**config.mk**
```make
export PLATFORM = sky130hd
export DESIGN_NAME = ultrasonic_echo_ranging_core
export DESIGN_NICKNAME = d
export VERILOG_FILES = /design/src/hw/rtl/uer_pkg.sv /design/src/hw/rtl/ultrasonic_echo_ranging_core.sv /design/src/hw/rtl/uer_fifo.sv /design/src/hw/rtl/uer_front.sv /design/src/hw/rtl/uer_back.sv
export VERILOG_INCLUDE_DIRS = /design/src /design/src/hw/rtl
export SDC_FILE = /design/constraint.sdc
export NUM_CORES = 2
export LEC_CHECK = 0
export BUFFER_PORTS_ARGS = -buffer_cell sky130_fd_sc_hd__buf_2
export CAP_MARGIN = 25
export CORE_UTILIZATION = 52
export CTS_BUF_LIST = sky130_fd_sc_hd__clkbuf_4
export DETAILED_ROUTE_END_ITERATION = 10
export PLACE_DENSITY = 0.68
export SYNTH_ARGS = -nofsm -noshare
export SYNTH_HDL_FRONTEND = slang
export SYNTH_SLANG_ARGS = --single-unit
```
**constraint.sdc**
```tcl
create_clock -name clk -period 13.52 [get_ports clk]
set_clock_uncertainty 0.05 [all_clocks]
set_input_delay 0.676 -clock clk [delete_from_list [all_inputs] [get_ports clk]]
set_output_delay 0.676 -clock clk [all_outputs]
set_load 0.02 [all_outputs]
```
**src/hw/rtl/ultrasonic_echo_ranging_core_assert.svh**
```systemverilog
// assertion macros for the rtl, included by uer_front
`ifndef ULTRASONIC_ECHO_RANGING_CORE_ASSERT_SVH
`define ULTRASONIC_ECHO_RANGING_CORE_ASSERT_SVH

// same-cycle implication, sampled on clk, off while arst_n is low
`define UER_ASSERT_NOW(lbl, ante, cons) \
	lbl: assert property (@(posedge clk) disable iff (!arst_n) (ante) |-> (cons)) \
		else $error("uer assertion failed");

// next-cycle implication
`define UER_ASSERT_NEXT(lbl, ante, cons) \
	lbl: assert property (@(posedge clk) disable iff (!arst_n) (ante) |=> (cons)) \
		else $error("uer assertion failed");

`endif

```
**src/hw/rtl/uer_pkg.sv**
```systemverilog
`timescale 1ns / 1ps
`default_nettype none

package uer_pkg;

	localparam int UER_COUNT_WIDTH = 32;
	localparam int UER_FIFO_DEPTH  = 4;
	localparam int UER_IDX_W       = 2;
	localparam int UER_DATA_W      = 32;
	localparam int UER_RAW_W       = 32;
	localparam int UER_DIST_W      = 36;
	localparam int UER_TRIG_W      = 16;
	localparam int UER_SCALE_W     = 20;
	localparam int UER_FRAC_BITS   = 16;

	localparam logic [UER_IDX_W-1:0] REG_TRIGGER_TICKS = 2'd0;
	localparam logic [UER_IDX_W-1:0] REG_TIMEOUT_TICKS = 2'd1;
	localparam logic [UER_IDX_W-1:0] REG_SCALE_Q16     = 2'd2;

	localparam logic [UER_TRIG_W-1:0]  UER_TRIGGER_RST = 16'd240;
	localparam logic [UER_DATA_W-1:0]  UER_TIMEOUT_RST = 32'd12000000;
	localparam logic [UER_SCALE_W-1:0] UER_SCALE_RST   = 20'd472405;

	typedef struct packed {
		logic                  en;
		logic [UER_IDX_W-1:0]  index;
		logic [UER_DATA_W-1:0] data;
	} uer_cfg_wr_t;

	typedef struct packed {
		logic                 trig;
		logic                 busy;
		logic                 done;
		logic                 timed_out;
		logic [UER_RAW_W-1:0] raw;
	} uer_item_t;

	typedef struct packed {
		logic                  trig;
		logic                  busy;
		logic                  done;
		logic                  timed_out;
		logic [UER_RAW_W-1:0]  raw;
		logic [UER_DIST_W-1:0] distance;
	} uer_res_t;

	// count limit: timeout clamped to the counter range, zero acts as one
	function automatic logic [UER_DATA_W-1:0] clamp_limit(input logic [UER_DATA_W-1:0] v,
		input int cw);
		logic [UER_DATA_W-1:0] cmax;
		logic [UER_DATA_W-1:0] lim;
		cmax = UER_DATA_W'((64'd1 << cw) - 64'd1);
		lim  = (v > cmax) ? cmax : v;
		if (lim == '0) begin
			lim = UER_DATA_W'(1);
		end
		return lim;
	endfunction

endpackage

`default_nettype wire

```
**src/hw/rtl/ultrasonic_echo_ranging_core.sv**
```systemverilog
`timescale 1ns / 1ps
`default_nettype none

// Ultrasonic echo ranging core. Each pushed word is one timer tick (start
// request and sampled echo level) and yields exactly one result word: trigger
// pin level, busy, done, and the timed_out flag, raw tick count and distance
// in micrometres of the last finished measurement. One tick is taken every
// clock cycle while the middle queue is not full; a result passes the middle
// queue, the registered raw-times-scale multiply in the back end and the output
// queue before it appears. Small queues between the tick sequencer and the
// multiply stage and at the output let either side stall without losing words.
// Configuration writes (trigger length, timeout, Q16 scale) take effect at
// once and belong in periods with no ticks in flight.
module ultrasonic_echo_ranging_core #(
	parameter int COUNT_WIDTH = uer_pkg::UER_COUNT_WIDTH
) (
	input  wire logic                            clk,
	input  wire logic                            arst_n,
	input  wire logic                            push,
	output logic                                 full,
	input  wire logic                            start_req,
	input  wire logic                            echo_level,
	input  wire logic                            wr_en,
	input  wire logic [uer_pkg::UER_IDX_W-1:0]   wr_index,
	input  wire logic [uer_pkg::UER_DATA_W-1:0]  wr_data,
	output logic                                 empty,
	input  wire logic                            pop,
	output logic                                 trig_level,
	output logic                                 busy_res,
	output logic                                 done_res,
	output logic                                 timed_out,
	output logic [uer_pkg::UER_RAW_W-1:0]        raw_ticks,
	output logic [uer_pkg::UER_DIST_W-1:0]       distance_um
);

	import uer_pkg::*;

	uer_cfg_wr_t cfg_wr;
	uer_item_t   f_item;
	logic        f_push;
	logic        mid_full;
	uer_item_t   mid_item;
	logic        mid_empty;
	logic        mid_pop;
	uer_res_t    res;

	assign cfg_wr.en    = wr_en;
	assign cfg_wr.index = wr_index;
	assign cfg_wr.data  = wr_data;

	uer_front #(
		.COUNT_WIDTH(COUNT_WIDTH)
	) u_front (
		.clk       (clk),
		.arst_n    (arst_n),
		.push      (push),
		.full      (full),
		.start_req (start_req),
		.echo_level(echo_level),
		.cfg_wr    (cfg_wr),
		.item      (f_item),
		.item_push (f_push),
		.item_full (mid_full)
	);

	uer_fifo #(
		.WIDTH($bits(uer_item_t)),
		.DEPTH(UER_FIFO_DEPTH)
	) u_mid_fifo (
		.clk   (clk),
		.arst_n(arst_n),
		.push  (f_push),
		.wdata (f_item),
		.full  (mid_full),
		.pop   (mid_pop),
		.rdata (mid_item),
		.empty (mid_empty)
	);

	uer_back u_back (
		.clk       (clk),
		.arst_n    (arst_n),
		.cfg_wr    (cfg_wr),
		.item      (mid_item),
		.item_empty(mid_empty),
		.item_pop  (mid_pop),
		.res       (res),
		.empty     (empty),
		.pop       (pop)
	);

	assign trig_level  = res.trig;
	assign busy_res    = res.busy;
	assign done_res    = res.done;
	assign timed_out   = res.timed_out;
	assign raw_ticks   = res.raw;
	assign distance_um = res.distance;

endmodule

`default_nettype wire

```
**src/hw/rtl/uer_fifo.sv**
```systemverilog
`timescale 1ns / 1ps
`default_nettype none

module uer_fifo #(
	parameter int WIDTH = 8,
	parameter int DEPTH = 4
) (
	input  wire logic             clk,
	input  wire logic             arst_n,
	input  wire logic             push,
	input  wire logic [WIDTH-1:0] wdata,
	output logic                  full,
	input  wire logic             pop,
	output logic [WIDTH-1:0]      rdata,
	output logic                  empty
);

	localparam int PTR_W = (DEPTH > 1) ? $clog2(DEPTH) : 1;
	localparam int CNT_W = $clog2(DEPTH + 1);

	logic [WIDTH-1:0] mem_q [DEPTH];
	logic [PTR_W-1:0] wptr_q;
	logic [PTR_W-1:0] rptr_q;
	logic [CNT_W-1:0] count_q;
	logic             push_ok;
	logic             pop_ok;

	assign full    = (count_q == CNT_W'(DEPTH));
	assign empty   = (count_q == '0);
	assign push_ok = push && !full;
	assign pop_ok  = pop && !empty;
	assign rdata   = mem_q[rptr_q];

	always_ff @(posedge clk) begin
		if (push_ok) begin
			mem_q[wptr_q] <= wdata;
		end
	end

	always_ff @(posedge clk or negedge arst_n) begin
		if (!arst_n) begin
			wptr_q  <= '0;
			rptr_q  <= '0;
			count_q <= '0;
		end else begin
			if (push_ok) begin
				wptr_q <= (wptr_q == PTR_W'(DEPTH - 1)) ? '0 : wptr_q + PTR_W'(1);
			end
			if (pop_ok) begin
				rptr_q <= (rptr_q == PTR_W'(DEPTH - 1)) ? '0 : rptr_q + PTR_W'(1);
			end
			if (push_ok && !pop_ok) begin
				count_q <= count_q + CNT_W'(1);
			end else if (pop_ok && !push_ok) begin
				count_q <= count_q - CNT_W'(1);
			end
		end
	end

endmodule

`default_nettype wire

```
**src/hw/rtl/uer_front.sv**
```systemverilog
`timescale 1ns / 1ps
`default_nettype none

module uer_front #(
	parameter int COUNT_WIDTH = 32
) (
	input  wire logic                 clk,
	input  wire logic                 arst_n,
	input  wire logic                 push,
	output logic                      full,
	input  wire logic                 start_req,
	input  wire logic                 echo_level,
	input  wire uer_pkg::uer_cfg_wr_t cfg_wr,
	output uer_pkg::uer_item_t        item,
	output logic                      item_push,
	input  wire logic                 item_full
);

	import uer_pkg::*;

	`include "ultrasonic_echo_ranging_core_assert.svh"

	typedef enum logic [1:0] {
		PH_IDLE,
		PH_TRIG,
		PH_WAIT,
		PH_MEAS
	} phase_t;

	phase_t                  phase_q;
	phase_t                  phase_d;
	logic [COUNT_WIDTH-1:0]  cnt_q;
	logic [COUNT_WIDTH-1:0]  cnt_d;
	logic [COUNT_WIDTH-1:0]  cnt_inc;
	logic [UER_RAW_W-1:0]    cnt_inc_ext;
	logic [UER_RAW_W-1:0]    last_raw_q;
	logic [UER_RAW_W-1:0]    raw_d;
	logic                    last_to_q;
	logic                    to_d;
	logic [UER_TRIG_W-1:0]   tlen_q;
	logic [UER_DATA_W-1:0]   lim_q;
	logic                    trig;
	logic                    done;
	logic                    acc;

	assign full        = item_full;
	assign acc         = push && !item_full;
	assign cnt_inc     = cnt_q + COUNT_WIDTH'(1);
	assign cnt_inc_ext = UER_RAW_W'(cnt_inc);

	always_comb begin
		phase_d = phase_q;
		cnt_d   = cnt_q;
		raw_d   = last_raw_q;
		to_d    = last_to_q;
		trig    = 1'b0;
		done    = 1'b0;
		case (phase_q)
			PH_IDLE: begin
				if (start_req) begin
					trig = 1'b1;
					if (tlen_q == UER_TRIG_W'(1)) begin
						phase_d = PH_WAIT;
						cnt_d   = '0;
					end else begin
						phase_d = PH_TRIG;
						cnt_d   = COUNT_WIDTH'(1);
					end
				end
			end
			PH_TRIG: begin
				trig = 1'b1;
				if (cnt_inc_ext >= UER_RAW_W'(tlen_q)) begin
					phase_d = PH_WAIT;
					cnt_d   = '0;
				end else begin
					cnt_d = cnt_inc;
				end
			end
			PH_WAIT: begin
				if (echo_level) begin
					if (lim_q == UER_DATA_W'(1)) begin
						phase_d = PH_IDLE;
						cnt_d   = '0;
						raw_d   = lim_q;
						to_d    = 1'b1;
						done    = 1'b1;
					end else begin
						phase_d = PH_MEAS;
						cnt_d   = COUNT_WIDTH'(1);
					end
				end
			end
			PH_MEAS: begin
				if (!echo_level) begin
					phase_d = PH_IDLE;
					cnt_d   = '0;
					raw_d   = UER_RAW_W'(cnt_q);
					to_d    = 1'b0;
					done    = 1'b1;
				end else if (cnt_inc_ext >= lim_q) begin
					phase_d = PH_IDLE;
					cnt_d   = '0;
					raw_d   = lim_q;
					to_d    = 1'b1;
					done    = 1'b1;
				end else begin
					cnt_d = cnt_inc;
				end
			end
			default: begin
				phase_d = PH_IDLE;
				cnt_d   = '0;
			end
		endcase
	end

	assign item_push      = acc;
	assign item.trig      = trig;
	assign item.busy      = (phase_d != PH_IDLE);
	assign item.done      = done;
	assign item.timed_out = to_d;
	assign item.raw       = raw_d;

	always_ff @(posedge clk or negedge arst_n) begin
		if (!arst_n) begin
			phase_q    <= PH_IDLE;
			cnt_q      <= '0;
			last_raw_q <= '0;
			last_to_q  <= 1'b0;
			tlen_q     <= UER_TRIGGER_RST;
			lim_q      <= clamp_limit(UER_TIMEOUT_RST, COUNT_WIDTH);
		end else begin
			if (acc) begin
				phase_q    <= phase_d;
				cnt_q      <= cnt_d;
				last_raw_q <= raw_d;
				last_to_q  <= to_d;
			end
			if (cfg_wr.en) begin
				case (cfg_wr.index)
					REG_TRIGGER_TICKS: begin
						tlen_q <= (cfg_wr.data[UER_TRIG_W-1:0] == '0) ?
							UER_TRIG_W'(1) : cfg_wr.data[UER_TRIG_W-1:0];
					end
					REG_TIMEOUT_TICKS: begin
						lim_q <= clamp_limit(cfg_wr.data, COUNT_WIDTH);
					end
					default: begin
					end
				endcase
			end
		end
	end

	`UER_ASSERT_NOW(a_meas_count_nonzero, phase_q == PH_MEAS, cnt_q != '0)
	`UER_ASSERT_NOW(a_idle_count_clear, phase_q == PH_IDLE, cnt_q == '0)
	`UER_ASSERT_NEXT(a_done_returns_idle, acc && done, phase_q == PH_IDLE)

endmodule

`default_nettype wire

```
**src/hw/rtl/uer_back.sv**
```systemverilog
`timescale 1ns / 1ps
`default_nettype none

module uer_back (
	input  wire logic                 clk,
	input  wire logic                 arst_n,
	input  wire uer_pkg::uer_cfg_wr_t cfg_wr,
	input  wire uer_pkg::uer_item_t   item,
	input  wire logic                 item_empty,
	output logic                      item_pop,
	output uer_pkg::uer_res_t         res,
	output logic                      empty,
	input  wire logic                 pop
);

	import uer_pkg::*;

	localparam int PROD_W = UER_RAW_W + UER_SCALE_W;

	logic [UER_SCALE_W-1:0] scale_q;
	logic [PROD_W-1:0]      prod;
	logic [UER_DIST_W-1:0]  dist_val;
	logic [UER_DIST_W-1:0]  last_dist_q;
	uer_res_t               res_s1;
	logic                   res_vld_s1;
	logic                   ofifo_full;
	logic                   ofifo_push;
	logic                   adv;

	assign prod       = PROD_W'(item.raw) * PROD_W'(scale_q);
	assign dist_val   = prod[UER_FRAC_BITS +: UER_DIST_W];
	assign ofifo_push = res_vld_s1 && !ofifo_full;
	assign adv        = !res_vld_s1 || !ofifo_full;
	assign item_pop   = !item_empty && adv;

	always_ff @(posedge clk) begin
		if (item_pop) begin
			res_s1.trig      <= item.trig;
			res_s1.busy      <= item.busy;
			res_s1.done      <= item.done;
			res_s1.timed_out <= item.timed_out;
			res_s1.raw       <= item.raw;
			res_s1.distance  <= item.done ? dist_val : last_dist_q;
		end
	end

	always_ff @(posedge clk or negedge arst_n) begin
		if (!arst_n) begin
			res_vld_s1  <= 1'b0;
			last_dist_q <= '0;
			scale_q     <= UER_SCALE_RST;
		end else begin
			if (item_pop) begin
				res_vld_s1 <= 1'b1;
			end else if (ofifo_push) begin
				res_vld_s1 <= 1'b0;
			end
			if (item_pop && item.done) begin
				last_dist_q <= dist_val;
			end
			if (cfg_wr.en && (cfg_wr.index == REG_SCALE_Q16)) begin
				scale_q <= cfg_wr.data[UER_SCALE_W-1:0];
			end
		end
	end

	uer_fifo #(
		.WIDTH($bits(uer_res_t)),
		.DEPTH(UER_FIFO_DEPTH)
	) u_out_fifo (
		.clk   (clk),
		.arst_n(arst_n),
		.push  (ofifo_push),
		.wdata (res_s1),
		.full  (ofifo_full),
		.pop   (pop),
		.rdata (res),
		.empty (empty)
	);

endmodule

`default_nettype wire

```
==> out/metrics.cfg <==
[placed_design]
dp_hpwl_um = 85200
dp_slack_ns = 4.65
portBuffers = 114
gp_congestion = 0.934

[sta]
relSlewSlack_pct = 34.4
slew_viol_final = 0
setup_viol_count_final = 0
max_freq_ghz = 0.113
rsz0062_at_grt = false
final_hold_viol_count = 0
fin_ws_ns = 4.64
worst_pin_slew_ns = 0.971
period_minus_slack_ns = 8.88
period_share_pct = 65.7
fin_setup_tns_ns = 0

[clock_tree]
clk_latency_ns = 1.07
ctsHoldBuffers = 40
cts_tree = built
ctsResizeCount = 0
h-tree-depth = 4
cts.sinks = 690
cts_setup_buffers = 0
cts_root_buffer = clkbuf_4
cts_buffer_depth = 3
path_clk_slew_ns = 0.06
cts_made_buffers = 177

[detailed_routing]
wl_um = 120000
avgViaCountPerCell = 5.62
drcViolationCount = 0
drtPass1Iterations = 6
route.vias.total = 32418
drt-initial-drc-count = 2438
ant_nets = 0
wl_per_cell_um = 20.8

[synth]
ys_seq_elements = 690
syn_nets = 5019
synth_warnings = 0
synth.distinct_cells = 79
ys_seq_area_share_pct = 40.1
synth-edff-count = 504
syn_avg_cell_area_um2 = 11.7
ys_async_sr_fraction_pct = 27.0
synth_cells = 4220
syn_area_um2 = 49400
synthFlopType = edfxtp_1

[grt]
grt_pass1_vias = 34298
grt-ovfl-total = 0
grt_max_degree = 89
grt_pass1_wl_um = 191000
groute.usage.overall_pct = 26.2
antenna_found_initial = 5

[min_path]
hold_path.class = input pin to flip-flop
hold_start = wr_index[1]

[final_layout]
nFillCells = 7768
nNetsFinal = 5151
seqCellArea_um2 = 19800
multiInputGateArea_um2 = 26500
syn_to_final_growth_pct = 8.94
final_cell_mix = 602 x inv_1, 551 x nand2_1, 537 x fa_1
drive_above_1_share_pct = 15.3
final_common_cell = inv_1

[setup_path]
worst-path-max-fanout = 40
crit_start = u_mid_fifo.rptr_q[0]
crit_path_start_kind = flip-flop
cp-end-kind = flip-flop
crit_type = flip-flop to flip-flop
critPathRequiredTime_ns = 14.32
r2r_start = u_mid_fifo.rptr_q[0]
arrival_ns = 9.68

[floorplanning]
io-pin-count = 115
die_h_um = 310
core_um2 = 93700
die_w_um = 310
dieArea_um2 = 96300
rows = 112
start_util_pct = 52.7

[run_status]
status = complete, no violations

[flow_run]
cap_violations = 0

==> cell usage after synthesis, types with 14 or more instances <==
cell | number | area (um2)
mux2_2 | 83 | 935
xor2_1 | 28 | 245
nand3_1 | 36 | 180
a21oi_1 | 81 | 405
and2_1 | 321 | 2010
ha_1 | 221 | 2770
a22o_1 | 28 | 245
fa_1 | 537 | 10800
nor4_1 | 22 | 138
buf_1 | 16 | 60.1
nand2_1 | 551 | 2070
xnor2_1 | 41 | 359
inv_1 | 602 | 2260
dfstp_2 | 25 | 657
mux4_2 | 107 | 2410
a221o_1 | 14 | 140
edfxtp_1 | 504 | 15100
and3_1 | 40 | 250
nand4_1 | 41 | 257
a21o_1 | 42 | 315
nor2b_1 | 24 | 150
nor2_1 | 91 | 342
clkbuf_1 | 216 | 811
dfrtp_1 | 161 | 4030
o21ai_0 | 161 | 806
nor3_1 | 37 | 185
==> sequential cells by signal, summed over array words and instances (netlist names) <==
register and cells:
u_back.res_vld_s1 1, u_mid_fifo.mem_q 144, u_back.u_out_fifo.mem_q 288, u_front.last_to_q 1, u_back.u_out_fifo.rptr_q 2, u_mid_fifo.rptr_q 2
u_back.u_out_fifo.wptr_q 2, u_mid_fifo.wptr_q 2, u_back.scale_q 20, u_front.lim_q 32, u_front.phase_q 2, u_front.cnt_q 32
u_back.res_s1 72, u_front.last_raw_q 32, u_back.last_dist_q 36, u_mid_fifo.count_q 3, u_back.u_out_fifo.count_q 3, u_front.tlen_q 16
==> layout make-up <==
class                      instances  area share, %
multi-input combinational       2682           49.1
sequential                       690           36.8
inverter                         603           4.20
clock buffer                     253           3.53
tap                             1254           2.91
timing repair buffer             198           2.54
clock inverter                    79          0.846
antenna                            5         0.0232
==> metrics by stage <==
stage	instance area, um2	hold WS (ns)	utilization, %	instances
final	53900	0.154	57.4	5764
after global routing	53900	0.103	57.4	5764
after CTS	53800	0.00296	57.4	5757
after detailed placement	51000	0.412	54.4	5385
after global placement	51000	0.407	54.4	5384
after floorplan	49400	0.330	-	4220
==> cells by family after synthesis <==
| kind of cell | share of synthesized area (%) |
|---|---|
| xor+xnor | 1.22 |
| compound gates | 5.48 |
| buf+inv | 6.51 |
| simple gates | 12.3 |
| flops | 40.1 |
| fa+ha+maj | 27.3 |
| mux | 7.01 |
==> critical path, cell delays in order, from the launching register on <==
cell      delay [ns]
dfrtp_2         0.35
buf_4           0.58
mux4_2          0.89
and2_1          0.30
fa_1            0.54
inv_1           0.05
fa_1            0.45
fa_1            0.52
inv_1           0.05
fa_1            0.58
fa_1            0.44
fa_1            0.50
inv_1           0.05
fa_1            0.47
inv_1           0.04
ha_1            0.44
and4_1          0.26
nand3_1         0.13
inv_1           0.07
o311ai_0        0.31
a21oi_1         0.38
nor2_1          0.17
or4_1           0.51
and4_1          0.25
o31ai_1         0.26
==> metal layers <==
metal  share of wire [%]  GRT usage (%)
met1                  43           35.5
met2                  47           41.8
met3                 6.5           4.65
met4                 3.5           11.0
met5               0.017              0
==> path summary, 6_finish.rpt <==
check | end | depth (start not counted) | slack (ns)
worst max-delay path | u_back.res_s1[28] | 24 | 4.64
worst min-delay path | u_front.tlen_q[6] | 5 | 0.15
worst max register to register | u_back.res_s1[28] | 24 | 4.64
worst min register to register | u_back.last_dist_q[4] | 2 | 0.42
max in group asynchronous | u_back.last_dist_q[34] | 6 | 11.01
min in group asynchronous | u_front.lim_q[31] | 3 | 0.61
Power is left out: the tool's default activity adds up to more than one toggle a clock period on the data nets, which glitch-free logic cannot reach.
